### src/rtl/core/ccs_pkg.sv
// Shared types and character codes for the C comment stripper.
// No dependencies; imported by every module of the block.
package ccs_pkg;

    localparam int QUEUE_DEPTH = 4;

    localparam logic [7:0] CH_SLASH  = 8'h2F;
    localparam logic [7:0] CH_STAR   = 8'h2A;
    localparam logic [7:0] CH_BSLASH = 8'h5C;
    localparam logic [7:0] CH_DQUOTE = 8'h22;
    localparam logic [7:0] CH_APOS   = 8'h27;
    localparam logic [7:0] CH_LF     = 8'h0A;
    localparam logic [7:0] CH_CR     = 8'h0D;

    typedef enum logic [3:0] {
        MODE_CODE  = 4'b0001,
        MODE_STR   = 4'b0010,
        MODE_LINE  = 4'b0100,
        MODE_BLOCK = 4'b1000
    } ccs_mode_t;

    // One or two output bytes caused by one input byte.
    typedef struct packed {
        logic       two;
        logic [7:0] b0;
        logic [7:0] b1;
    } ccs_pair_t;

endpackage

### src/rtl/core/ccs_front.sv
// Front end: accepts input bytes, tracks the lexer mode and classifies each byte.
// Depends on ccs_pkg; pushes byte pairs into ccs_queue.
module ccs_front
    import ccs_pkg::*;
(
    input  logic       clk,
    input  logic       rst_n,
    input  logic       push,
    input  logic [7:0] in_char,
    input  logic       start_of_file,
    input  logic       q_full,
    output logic       q_push,
    output ccs_pair_t  q_data
);

    ccs_mode_t  mode_reg, mode_next;
    logic [7:0] prev_reg, prev_next;
    logic       esc_reg, esc_next;

    ccs_mode_t  m;
    logic [7:0] p;
    logic       e;
    logic [1:0] n_emit;
    logic       acc;

    assign acc = push & ~q_full;

    always_comb
    begin
        m         = start_of_file ? MODE_CODE : mode_reg;
        p         = start_of_file ? 8'h00 : prev_reg;
        e         = start_of_file ? 1'b0 : esc_reg;
        mode_next = m;
        prev_next = in_char;
        esc_next  = e;
        n_emit    = 2'd0;
        q_data.b0 = in_char;
        q_data.b1 = in_char;
        case (m)
            MODE_CODE:
            begin
                if (p == CH_SLASH)
                begin
                    if (in_char == CH_SLASH)
                        mode_next = MODE_LINE;
                    else if (in_char == CH_STAR)
                        mode_next = MODE_BLOCK;
                    else
                    begin
                        // release the held slash with this byte
                        n_emit    = 2'd2;
                        q_data.b0 = p;
                    end
                end
                else if (in_char != CH_SLASH)
                begin
                    n_emit = 2'd1;
                    if (p != CH_BSLASH && p != CH_APOS && in_char == CH_DQUOTE)
                        mode_next = MODE_STR;
                end
            end
            MODE_STR:
            begin
                if (p == CH_BSLASH)
                begin
                    if (!e)
                    begin
                        n_emit    = 2'd2;
                        q_data.b0 = p;
                    end
                    else
                    begin
                        n_emit = 2'd1;
                        if (in_char == CH_DQUOTE)
                            mode_next = MODE_CODE;
                    end
                    esc_next = (in_char == CH_BSLASH);
                end
                else if (in_char != CH_BSLASH)
                begin
                    n_emit = 2'd1;
                    if (in_char == CH_DQUOTE)
                        mode_next = MODE_CODE;
                end
            end
            MODE_LINE:
            begin
                if (p != CH_BSLASH && (in_char inside {CH_LF, CH_CR}))
                begin
                    n_emit    = 2'd1;
                    prev_next = 8'h00;
                    mode_next = MODE_CODE;
                end
            end
            MODE_BLOCK:
            begin
                if (p == CH_STAR && in_char == CH_SLASH)
                begin
                    prev_next = 8'h00;
                    mode_next = MODE_CODE;
                end
            end
            default:
            begin
                mode_next = MODE_CODE;
            end
        endcase
        q_data.two = (n_emit == 2'd2);
    end

    assign q_push = acc & (n_emit != 2'd0);

    always_ff @(posedge clk or negedge rst_n)
    begin
        if (!rst_n)
        begin
            mode_reg <= MODE_CODE;
            prev_reg <= 8'h00;
            esc_reg  <= 1'b0;
        end
        else if (acc)
        begin
            mode_reg <= mode_next;
            prev_reg <= prev_next;
            esc_reg  <= esc_next;
        end
    end

endmodule

### src/rtl/core/ccs_queue.sv
// Short queue of byte pairs between front and back end.
// Depends on ccs_pkg for the entry type.
module ccs_queue
    import ccs_pkg::*;
#(
    parameter int DEPTH = QUEUE_DEPTH
)
(
    input  logic      clk,
    input  logic      rst_n,
    input  logic      wr_en,
    input  ccs_pair_t wr_data,
    output logic      full,
    input  logic      rd_en,
    output logic      rd_valid,
    output ccs_pair_t rd_data
);

    localparam int PW = (DEPTH > 1) ? $clog2(DEPTH) : 1;
    localparam int CW = $clog2(DEPTH + 1);
    localparam logic [PW-1:0] LAST = PW'(DEPTH - 1);

    ccs_pair_t     mem [DEPTH];
    logic [PW-1:0] wr_ptr_reg, wr_ptr_next;
    logic [PW-1:0] rd_ptr_reg, rd_ptr_next;
    logic [CW-1:0] cnt_reg, cnt_next;
    logic          do_wr, do_rd;

    assign full     = (cnt_reg == CW'(DEPTH));
    assign rd_valid = (cnt_reg != '0);
    assign rd_data  = mem[rd_ptr_reg];
    assign do_wr    = wr_en & ~full;
    assign do_rd    = rd_en & rd_valid;

    always_comb
    begin
        wr_ptr_next = wr_ptr_reg;
        rd_ptr_next = rd_ptr_reg;
        cnt_next    = cnt_reg;
        if (do_wr)
            wr_ptr_next = (wr_ptr_reg == LAST) ? '0 : wr_ptr_reg + 1'b1;
        if (do_rd)
            rd_ptr_next = (rd_ptr_reg == LAST) ? '0 : rd_ptr_reg + 1'b1;
        if (do_wr && !do_rd)
            cnt_next = cnt_reg + 1'b1;
        else if (do_rd && !do_wr)
            cnt_next = cnt_reg - 1'b1;
    end

    always_ff @(posedge clk)
    begin
        if (do_wr)
            mem[wr_ptr_reg] <= wr_data;
    end

    always_ff @(posedge clk or negedge rst_n)
    begin
        if (!rst_n)
        begin
            wr_ptr_reg <= '0;
            rd_ptr_reg <= '0;
            cnt_reg    <= '0;
        end
        else
        begin
            wr_ptr_reg <= wr_ptr_next;
            rd_ptr_reg <= rd_ptr_next;
            cnt_reg    <= cnt_next;
        end
    end

endmodule

### src/rtl/core/ccs_back.sv
// Back end: splits queued byte pairs into single bytes in the output register.
// Depends on ccs_pkg for the entry type.
module ccs_back
    import ccs_pkg::*;
(
    input  logic      clk,
    input  logic      rst_n,
    input  logic      q_valid,
    input  ccs_pair_t q_data,
    output logic      q_pop,
    input  logic      pop,
    output logic      empty,
    output logic [7:0] out_char,
    output logic      last_of_run
);

    logic       valid_reg;
    logic [7:0] char_reg, char_next;
    logic       last_reg, last_next;
    logic       half_reg, half_next;
    logic       load;

    // advance when the output register is free or its byte transfers now
    assign load  = q_valid & (~valid_reg | pop);
    assign empty = ~valid_reg;
    assign out_char    = char_reg;
    assign last_of_run = last_reg;

    always_comb
    begin
        half_next = half_reg;
        q_pop     = 1'b0;
        char_next = q_data.b0;
        last_next = 1'b1;
        if (load)
        begin
            if (q_data.two && !half_reg)
            begin
                last_next = 1'b0;
                half_next = 1'b1;
            end
            else
            begin
                if (half_reg)
                    char_next = q_data.b1;
                half_next = 1'b0;
                q_pop     = 1'b1;
            end
        end
    end

    always_ff @(posedge clk or negedge rst_n)
    begin
        if (!rst_n)
        begin
            valid_reg <= 1'b0;
            half_reg  <= 1'b0;
        end
        else
        begin
            half_reg <= half_next;
            if (load)
                valid_reg <= 1'b1;
            else if (pop)
                valid_reg <= 1'b0;
        end
    end

    always_ff @(posedge clk)
    begin
        if (load)
        begin
            char_reg <= char_next;
            last_reg <= last_next;
        end
    end

endmodule

### src/rtl/core/c_comment_stripper_unit.sv
// Top level of the C comment stripper: front end, pair queue, back end.
// Depends on ccs_pkg, ccs_front, ccs_queue and ccs_back.
//
//   channel   direction  handshake          payload
//   input     in         push / full        in_char, start_of_file
//   result    out        pop / empty        out_char, last_of_run
//
// One input byte is taken per cycle while the pair queue has room; the front
// end classifies it in that cycle. The back end sends one byte per cycle while
// pop is held, so a byte that yields two results leaves as two output bytes;
// the output port sets the sustained rate. Reset clears mode, previous byte,
// escape flag and queue. A stalled result side fills the queue, then raises full.
module c_comment_stripper_unit
    import ccs_pkg::*;
#(
    parameter int QDEPTH = QUEUE_DEPTH
)
(
    input  logic       clk,
    input  logic       rst_n,
    input  logic       push,
    output logic       full,
    input  logic [7:0] in_char,
    input  logic       start_of_file,
    output logic       empty,
    input  logic       pop,
    output logic [7:0] out_char,
    output logic       last_of_run
);

    logic      q_full;
    logic      q_push;
    ccs_pair_t q_wr_data;
    logic      q_valid;
    logic      q_pop;
    ccs_pair_t q_rd_data;

    assign full = q_full;

    ccs_front u_front
    (
        .clk           (clk),
        .rst_n         (rst_n),
        .push          (push),
        .in_char       (in_char),
        .start_of_file (start_of_file),
        .q_full        (q_full),
        .q_push        (q_push),
        .q_data        (q_wr_data)
    );

    ccs_queue #(.DEPTH(QDEPTH)) u_queue
    (
        .clk      (clk),
        .rst_n    (rst_n),
        .wr_en    (q_push),
        .wr_data  (q_wr_data),
        .full     (q_full),
        .rd_en    (q_pop),
        .rd_valid (q_valid),
        .rd_data  (q_rd_data)
    );

    ccs_back u_back
    (
        .clk         (clk),
        .rst_n       (rst_n),
        .q_valid     (q_valid),
        .q_data      (q_rd_data),
        .q_pop       (q_pop),
        .pop         (pop),
        .empty       (empty),
        .out_char    (out_char),
        .last_of_run (last_of_run)
    );

endmodule
### config.mk
export PLATFORM = sky130hd
export DESIGN_NAME = c_comment_stripper_unit
export DESIGN_NICKNAME = d
export VERILOG_FILES = /design/src/rtl/core/ccs_pkg.sv /design/src/rtl/core/ccs_front.sv /design/src/rtl/core/ccs_queue.sv /design/src/rtl/core/ccs_back.sv /design/src/rtl/core/c_comment_stripper_unit.sv
export SDC_FILE = /design/constraint.sdc
export NUM_CORES = 1
export LEC_CHECK = 0
export ABC_AREA = 1
export BUFFER_PORTS_ARGS = -buffer_cell sky130_fd_sc_hd__buf_2
export CAP_MARGIN = 15
export CORE_ASPECT_RATIO = 0.7
export CORE_MARGIN = 2
export CORE_UTILIZATION = 50
export DETAILED_ROUTE_END_ITERATION = 6
export PLACE_DENSITY = 0.67
export SLEW_MARGIN = 15
export SYNTH_ARGS = -nofsm -noshare
export SYNTH_HDL_FRONTEND = slang
export SYNTH_SLANG_ARGS = --single-unit
### constraint.sdc
create_clock -name clk -period 4.5 [get_ports clk]
set_clock_uncertainty 0.2 [all_clocks]
set_input_delay 0.45 -clock clk [delete_from_list [all_inputs] [get_ports clk]]
set_output_delay 0.45 -clock clk [all_outputs]
set_load 0.02 [all_outputs]
; Word-level counts from Yosys, hierarchy flattened
; Memory sizes are Yosys's and may differ from the RTL's.
; Index checks and enable logic that the tools add are counted.
[totals]
inputBits = 13
elab_cells = 107
ram_bits = 68
out_inout_bits = 11
regBits = 31
mem_count = 1
[memory_table]
columns = name, depth, width, read_ports, rd_clocked_by_memory_dff, wr, line
row1 = u_queue.mem, 4, 17, 1, 0, 1, ccs_queue.sv:23  ; ccs_pair_t mem [DEPTH];
[classes]
reduce_logical = 15
mux = 48
n_eq_ne = 21
n_addsub = 4
bitwise = 8
[op_table]
columns = cell, n
row1 = $mux 8, 10
row2 = $mux 4, 12
row3 = $eq 8x6->1 const B, 5
row4 = $pmux 8 s2, 2
row5 = $eq 8x4->1 const B, 2
row6 = $eq 8x7->1 const B, 2
row7 = $ne 8x6->1 const B, 2
row8 = $ne 8x7->1 const B, 2
row9 = $pmux 4 s4, 1
row10 = $mux 2, 7
row11 = $mux 1, 13
row12 = $reduce_bool 2->1, 4
row13 = $logic_and 1x1->1, 7
row14 = $eq 2x2->1 const B, 3
row15 = $mux 3, 2
row16 = $pmux 2 s3, 1
row17 = $and 1x1->1, 5
row18 = $add 2x1->2 const B, 2
row19 = $eq 4x1->1 const B, 1
row20 = $eq 4x2->1 const B, 1
row21 = $eq 4x3->1 const B, 1
row22 = $eq 4x4->1 const B, 1
row23 = $add 3x1->3 const B, 1
row24 = $eq 3x3->1 const B, 1
row25 = other kinds (5), 8

; Longest topological paths before layout
; Gate-level depths: netlist of the first run.
[depth]
word_depth = 12
mapped_depth = 19
ltp_nobuf = 18

; Cells and area by module
; A second synthesis of the first run with hierarchy kept.
[hier_totals]
hier_cells = 528
hier_area_um2 = 5033.6
[by_module_without_submodules]
columns = module, area_per_inst_um2, instances, cells_per_inst, seq_area_each_um2
row1 = ccs_queue, 3234.4, 1, 258, 2217.1
row2 = ccs_front, 1293.7, 1, 220, 326.6
row3 = ccs_back, 505.5, 1, 50, 320.3

; Worst setup path after synthesis of the first run
; No wires, ideal clock.
[synth_timing]
path_type = flip-flop to flip-flop
startpoint = reg u_back.valid_reg
endpoint = reg u_queue.cnt_reg[1]
slack_ns = 1.778
stages_incl_launch_ff = 9
setup_time_ns = 0.125
t_required_ns = 4.175
arrival_time_ns = 2.398
cell_sequence = dfrtp_1 inv_1 nor2_1 a21oi_1 nand2_1 ha_1 inv_1 fa_1 mux2_2
[synth_between]
elab_chain_cells = 8
word_cells_on_any_way = 10
cone_classes = mux (2) / bitwise (4) / reduce/logical (4)
[synth_rtl]
columns = item, line
row1 = from (decl), ccs_back.sv:17  ; logic valid_reg;
row2 = from (signal assigned), ccs_back.sv:56  ; valid_reg <= 1'b0;
row3 = from (signal assigned), ccs_back.sv:63  ; valid_reg <= 1'b1;
row4 = from (signal assigned), ccs_back.sv:65  ; valid_reg <= 1'b0;
row5 = $not 1->1, n/a
row6 = named net empty, c_comment_stripper_unit.sv:25  ; output logic empty,
row7 = $or 1x1->1, ccs_back.sv:24  ; assign load = q_valid & (~valid_reg | pop);
row8 = $and 1x1->1, ccs_back.sv:24
row9 = named net u_back.load, ccs_back.sv:21  ; logic load;
row10 = $mux 1, ccs_back.sv:35  ; if (load)
row11 = $and 1x1->1, ccs_queue.sv:33  ; assign do_rd = rd_en & rd_valid;
row12 = $logic_not 1->1, ccs_queue.sv:44  ; if (do_wr && !do_rd)
row13 = $logic_and 1x1->1, ccs_queue.sv:44
row14 = $mux 3, ccs_queue.sv:44
row15 = named net u_queue.cnt_next[1], ccs_queue.sv:26  ; logic [CW-1:0] cnt_reg, cnt_next;
row16 = to (signal assigned), ccs_queue.sv:68  ; cnt_reg <= cnt_next;
row17 = to (decl), ccs_queue.sv:26
; The timed path passes the listed nets, and every way through them passes these cells.
; A chain may end at the register's enable or synchronous reset.

; Final worst setup path of the first run
[layout_timing]
startpoint = reg u_front.mode_reg[0]
endpoint = reg u_queue.cnt_reg[2]
[layout_between]
elab_chain_cells = 9
word_cells_on_any_way = 13
cone_classes = eq/ne (3) / mux (3) / bitwise (2) / reduce/logical (5)
[layout_rtl]
columns = item, line
row1 = from (decl), ccs_front.sv:16  ; ccs_mode_t mode_reg, mode_next;
row2 = from (signal assigned), ccs_front.sv:123  ; mode_reg <= mode_next;
row3 = $mux 4 *, ccs_front.sv:30  ; m = start_of_file ? MODE_CODE : mode_reg;
row4 = "$eq 4x3->1, or another cell as far along", ccs_front.sv:39  ; case (m)
row5 = $pmux 2 s3 *, ccs_front.sv:39
row6 = $reduce_bool 2->1 *, ccs_front.sv:111  ; assign q_push = acc & (n_emit != 2'd0);
row7 = $and 1x1->1 *, ccs_front.sv:111
row8 = $and 1x1->1 *, ccs_queue.sv:32  ; assign do_wr = wr_en & ~full;
row9 = named net u_queue.do_wr, ccs_queue.sv:27  ; logic do_wr, do_rd;
row10 = $logic_not 1->1, ccs_queue.sv:46  ; else if (do_rd && !do_wr)
row11 = $logic_and 1x1->1, ccs_queue.sv:46
row12 = $reduce_bool 2->1 (no line), n/a
; The timed path passes the listed nets; every way through them passes the cells marked *.

==> results of run 1 <==
## critical path, stage by stage, from the launching register on
cell and delay [ps]:
dfstp_2 530, nor2_1 60, inv_1 50, nand2_1 70, nor2_2 480, nand3_1 140
nand2_1 110, nor2_2 40, nand2_2 100, nand2_4 80, inv_1 60, ha_1 130
inv_1 70, fa_1 430, nor2_1 110, nor2_1 50, nand2_1 70, xor2_1 150
## metal layers
layer	vias up	share of wire, %	GRT usage, %
li1	1679	-	-
met1	1616	50	32.7
met2	119	42	30.1
met3	8	7.2	5.71
met4	0	0.66	5.78
met5	-	0	0
## power by group
group | switching [mW] | leakage (nW) | total, mW | internal, mW
registers | 0.134 | 0.976 | 1.40 | 1.27
clock network | 0.324 | 0.132 | 0.715 | 0.392
logic | 0.676 | 0.928 | 1.01 | 0.332
total | 1.13 | 2.04 | 3.13 | 1.99
## cell families after synthesis
logic type / count (synthesis)
simple gates: 225
flops: 99
compound gates: 83
buf+inv: 60
fa+ha+maj: 7
xor+xnor: 2
mux: 1
## through the flow
stage          hold slack [ps]  instance area [µm²]  std cells  util, %  power [mW]
2_1_floorplan            -45.6                 4660        477        -        2.10
3_3_place_gp               250                 4920        616     54.3        2.40
3_5_place_dp               262                 4920        616     54.3        2.43
4_1_cts                    196                 5220        633     57.5        3.14
5_1_grt                    197                 5220        633     57.5        3.35
6_report                   214                 5220        633     57.5        3.13
## cells in the mapped netlist, types with 2 or more instances
library cell  number
o22ai_1            9
nor3_1             4
nand3_1           34
clkbuf_1          13
dfrtp_1           21
nand2_1           67
buf_2              2
edfxtp_1          77
a21oi_1            4
o21ai_1            2
nand3_2            2
nor2_2             9
or2_2              2
o21ai_0           49
nand2_2            3
ha_1               6
a31oi_1            8
nand4_1            3
inv_1             42
o211ai_1           7
nor2_1            97
## worst min-delay path by stage
stage,end,slack (ps),cells past startpoint
after floorplan,u_back.half_reg$_DFFE_PN0P_,-50,0
after global placement,u_queue.rd_ptr_reg[0]$_DFFE_PN0P_,250,1
after detailed placement,u_queue.rd_ptr_reg[1]$_DFFE_PN0P_,260,1
after CTS,u_queue.mem[0][4]$_DFFE_PP_,200,1
after global routing,u_queue.mem[2][4]$_DFFE_PP_,200,1
final,u_queue.mem[2][6]$_DFFE_PP_,210,1
## area by class of cell
class | count | area (µm²)
fill | 818 | 3860
sequential | 99 | 2860
multi-input combinational | 318 | 1570
clock buffer | 11 | 243
timing repair buffer | 32 | 185
inverter | 44 | 165
tap | 124 | 155
clock inverter | 5 | 37.5
## repair_timing
| item | 4_1_cts | 5_1_grt |
|---|---|---|
| hold buffers | 1 | 0 |
| hold endpoints to repair | 21 | 0 |
| setup endpoints to repair | 0 | 0 |
| buffers inserted | 0 | 0 |
==> key figures, run 1 <==
Run status
  • Status: completed

Power and ir drop
  • Peak supply drop: 0.271 mV
  • Power Density: 599 nW/µm²
  • Leak Pwr: 2.04 nW

Clocking
  • Max H-tree Level: 3
  • Clk slew on worst S/H paths: 70 ps
  • Clock Latency Late Sink: 340 ps
  • CTS tree: yes
  • Post-CTS Resized: 0
  • Longest Clk Path Bufs: 2
  • CTS Sinks: 99
  • Clock Tree Root: clkbuf_16
  • TritonCTS buffer count: 9

Yosys
  • XOR/XNOR Fraction of Synth Area: 0.376%
  • Synthesized area: 4660 µm²
  • Post-synth top area share: 49.6%
  • Post-synth EDFFs: 77
  • Main combinational cell family by area after synthesis: simple AND/OR/NAND/NOR gates
  • Mux cell area share after synthesis: 0.241%
  • Dominant cells by area after synthesis: edfxtp_1, dfrtp_1, nor2_1, nand2_1, o21ai_0
  • Simple-gate share of the synthesized area: 20.9%
  • Main flop type after synthesis: edfxtp_1
  • Flops & latches, synth: 99
  • Warnings from Yosys: 0
  • Synth Net Count: 497
  • Share of synthesized registers carrying an async set or reset: 22.2%
  • Synth cell types: 37
  • Compound-Gate Fraction of Synth Area: 10.0%
  • Mapped Avg Cell Area: 9.78 µm²
  • Synthesized-area fraction occupied by adder cells: 2.04%
  • Yosys top cell by area: edfxtp_1
  • Register area share after synthesis: 61.4%
  • Mapped Cells: 477

Setup path
  • WP data required: 4560 ps
  • R2R cell count: 17
  • Crit Path Class: reg -> reg
  • Reg-to-reg endpoint: u_queue.cnt_reg[2]$_DFFE_PN0P_
  • R2R Setup Slk: 1480 ps
  • Startpoint Class: flip-flop
  • Crit path capture type: flip-flop
  • Worst Setup SP: u_front.mode_reg[0]$_DFFE_PN1P_
  • Worst R2R Start: u_front.mode_reg[0]$_DFFE_PN1P_
  • Crit path DAT: 3080 ps
  • Critical Path Sink: u_queue.cnt_reg[2]$_DFFE_PN0P_
  • Crit path max fanout: 16

GRT
  • Initial antenna violation count: 1
  • Number of global-route vias before repair: 3114
  • GR Util All Layers: 21.3%
  • Total gr overflow: 0
  • Global-route wire length before repair: 16400 µm
  • Largest net degree at the start of global routing: 38

Floorplanning
  • Core area: 9070 µm²
  • Rows: 29
  • Die footprint: 10100 µm²
  • Starting Density: 51.4%
  • Die H: 84.8 µm
  • Die Span X: 119 µm
  • Ports: 24

Run
  • Max-Cap Viols: 0

Min path
  • Worst hold path type: in -> reg
  • Hold Startpoint: in_char[6]

Layout
  • Area Growth Syn to Fin: 11.8%
  • Most common cell after layout, fill and taps aside: nor2_1
  • Flip-flop count of the largest register, all copies and words added: 68
  • # diodes: 0
  • Nets@finish: 524
  • Commonest non-fill, non-tap cells in the layout: nor2_1, edfxtp_1, nand2_1
  • Share of layout cells above drive strength 1: 13.8%

Timing
  • Final setup fails: 0
  • Worst-margin pin slew: 935 ps
  • Final period util: 67.1%
  • Min Clock Period, post-route: 3020 ps
  • Max-slew headroom: 37.6%
  • Final WS setup: 1480 ps
  • Highest Clock Rate: 0.331 GHz
  • RSZ-0062 raised after global routing: no
  • Slew Viols, Final: 0
  • Fin Setup TNS: 0 ps
  • Final hold vios: 0

Place
  • Port bufs: 23
  • DP Wirelength: 6690 µm
  • GP Congestion: 0.918
  • Place WS: 1280 ps

Route
  • WL per Instance: 15.8 µm
  • Vias: 3422
  • Vias per Instance: 5.41
  • Drt total wl: 9990 µm
  • DRC Markers: 0
  • Starting DRC count in detailed routing: 428
  • DRT Pass-1 Iters: 5
  • Antenna-violating nets left: 0
(Power assumes the default switching activity.)
==> run 2, diff against run 1 <==
- clock period: 4.5 -> 3.2 ns (I/O delays scaled with it)
==> run 2 against run 1 <==
- via count grew 0.73%
- global-route usage grew 0.29 points
- clock-buffer cell count is 1 lower
- sequential power grew 37%
- clock power up 54%
- worst setup slack worse by 1100 ps
- wire length up 2.5%
- worst hold slack lost 140 ps
- design area rose by 1.7%
- non-clock buffer count grew 8
- critical path depth increased by 1
- critical path type unchanged
- critical endpoint unchanged
==> key figures, run 2 (synthesis gave the netlist of run 1 again) <==
Setup path
  • Crit path DAT: 2870 ps
  • Worst R2R Start: u_front.prev_reg[5]$_DFFE_PN0P_
  • Critical path cell sequence: inv_1, nand2_1, nor2_1, inv_1, nor2_2, nor2_1, nor2_2, nor2_2, nand2_2, nand2_4, inv_1, ha_1, inv_1, fa_1, nor2_1, nor2_1, nand2_1, xor2_1
  • Critical-path top delay cell: fa_1
  • WP data required: 3270 ps
  • Crit path capture type: flip-flop
  • CP max stage delay: 430 ps
  • R2R cell count: 18
  • Crit path max fanout: 7
  • Crit Path Class: reg -> reg
  • R2R Setup Slk: 400 ps
  • Crit-path leading delay family: simple AND/OR/NAND/NOR gates
  • Reg-to-reg endpoint: u_queue.cnt_reg[2]$_DFFE_PN0P_
  • Crit path buffers/inverters: 4
  • Startpoint Class: flip-flop

Place
  • Port bufs: 23
  • DP Wirelength: 6910 µm
  • GP Congestion: 0.975

GRT
  • Total gr overflow: 0
  • Largest net degree at the start of global routing: 34
  • Initial antenna violation count: 0
  • Global-route wire length before repair: 16700 µm
  • Number of global-route vias before repair: 3184
  • GR Util All Layers: 21.6%

Route
  • Antenna-violating nets left: 0
  • WL per Instance: 16.0 µm
  • Drt total wl: 10200 µm
  • DRC Markers: 0
  • DRT Pass-1 Iters: 6
  • Vias: 3447
  • Starting DRC count in detailed routing: 298
  • Vias per Instance: 5.38

Power and ir drop
  • Peak supply drop: 0.410 mV
  • Power Density: 857 nW/µm²
  • Leak Pwr: 2.10 nW
  • Power, Total: 4.54 mW

Layout
  • Area taken by multi-input logic gates: 1570 µm²
  • Share of layout cells above drive strength 1: 15.3%
  • Reg area: 2860 µm²
  • Most common cell after layout, fill and taps aside: nor2_1
  • # diodes: 0
  • Flip-flop count of the largest register, all copies and words added: 68
  • Fin util: 58.5%
  • Area Growth Syn to Fin: 13.7%
  • Nets@finish: 532
  • Fillers: 780
  • Commonest non-fill, non-tap cells in the layout: nor2_1, edfxtp_1, nand2_1

Clocking
  • Longest Clk Path Bufs: 2
  • Post-CTS Resized: 0
  • Clk slew on worst S/H paths: 70 ps
  • CTS Sinks: 99
  • Clock Latency Late Sink: 340 ps
  • Max H-tree Level: 3
  • CTS Hold Bufs: 1
  • Setup Buffers After CTS: 0
  • TritonCTS buffer count: 9
  • Clock Tree Root: clkbuf_16
  • CTS tree: yes

Floorplanning
  • Die Span X: 119 µm
  • Die H: 84.8 µm
  • Core area: 9070 µm²
  • Die footprint: 10100 µm²
  • Starting Density: 51.4%
  • Rows: 29
  • Ports: 24

Timing
  • Final hold vios: 0
  • RSZ-0062 raised after global routing: no
  • Highest Clock Rate: 0.357 GHz
  • Slew Viols, Final: 0
  • Min Clock Period, post-route: 2800 ps
  • Final setup fails: 0
  • Worst-margin pin slew: 507 ps
  • Fin Setup TNS: 0 ps
  • Max-slew headroom: 65.8%
  • Final period util: 87.6%

Run status
  • Status: completed

Min path
  • Hold Startpoint: in_char[6]
  • WHS Endpoint: u_queue.mem[0][6]$_DFFE_PP_
  • Hold depth: 1
  • Worst hold path type: in -> reg

Run
  • Max-Cap Viols: 0
==> run 2: cell count changes in the layout (fill, tap and decap cells not counted) <==
cell        before  now
inv_8            0    1
buf_4            8   16
clkinvlp_4       2    1
clkbuf_1         1    0
bufinv_16        0    1
==> run 2: worst max path at each step <==
stage	startpoint	endpoint	slack (ps)	cells after the start
floorplan	u_back.valid_reg$_DFFE_PN0P_	u_queue.cnt_reg[1]$_DFFE_PN0P_	480	8
global placement	start_of_file	u_queue.cnt_reg[2]$_DFFE_PN0P_	380	19
detailed placement	start_of_file	u_queue.cnt_reg[1]$_DFFE_PN0P_	300	15
CTS	u_front.prev_reg[5]$_DFFE_PN0P_	u_queue.cnt_reg[2]$_DFFE_PN0P_	400	18
global route	u_front.prev_reg[5]$_DFFE_PN0P_	u_queue.cnt_reg[2]$_DFFE_PN0P_	160	18
finish	u_front.prev_reg[5]$_DFFE_PN0P_	u_queue.cnt_reg[2]$_DFFE_PN0P_	400	18
==> run 2: final cells by class <==
class / count / share of cell area [%]
inverters: 44 / 3.11
clock inverters: 6 / 1.34
multi-input cells: 318 / 29.5
flip-flops and latches: 99 / 54.0
repair buffers: 40 / 4.62
clock buffers: 10 / 4.50
well taps: 124 / 2.92
==> run 2: worst reg2reg max path, delay by kind of cell, from the launching register on <==
| kind | cells | cell delay, ps |
|---|---|---|
| and+or+nand+nor | 11 | 1090 |
| xor gates and xnor gates | 1 | 130 |
| DFF | 1 | 420 |
| adders and majority gates | 2 | 560 |
| buffers and inverters | 4 | 320 |
==> run 2: where the power goes <==
group	internal [mW]	leakage (nW)	total (mW)	switching, mW
Clock	0.635	0.151	1.10	0.470
Sequential	1.78	0.976	1.92	0.136
Combinational	0.497	0.968	1.52	1.02
==> run 2: metal layers <==
layer / global-route usage (%) / up-vias / share of wire, %
met5: 0 / - / 0
met4: 6.31 / 0 / 1.2
met3: 5.24 / 11 / 7.5
met2: 31.8 / 112 / 43
met1: 32.2 / 1629 / 49
li1: - / 1695 / -
==> run 2: per-stage QoR <==
stage | hold WS, ps | instances | setup WS, ps | instance area, µm²
3_3_place_gp | 116 | 624 | 379 | 4980
3_5_place_dp | 122 | 624 | 298 | 4980
5_1_grt | 76.2 | 641 | 157 | 5310
2_1_floorplan | -176 | 477 | 478 | 4660
4_1_cts | 71.3 | 641 | 396 | 5310
6_report | 78.2 | 641 | 395 | 5310
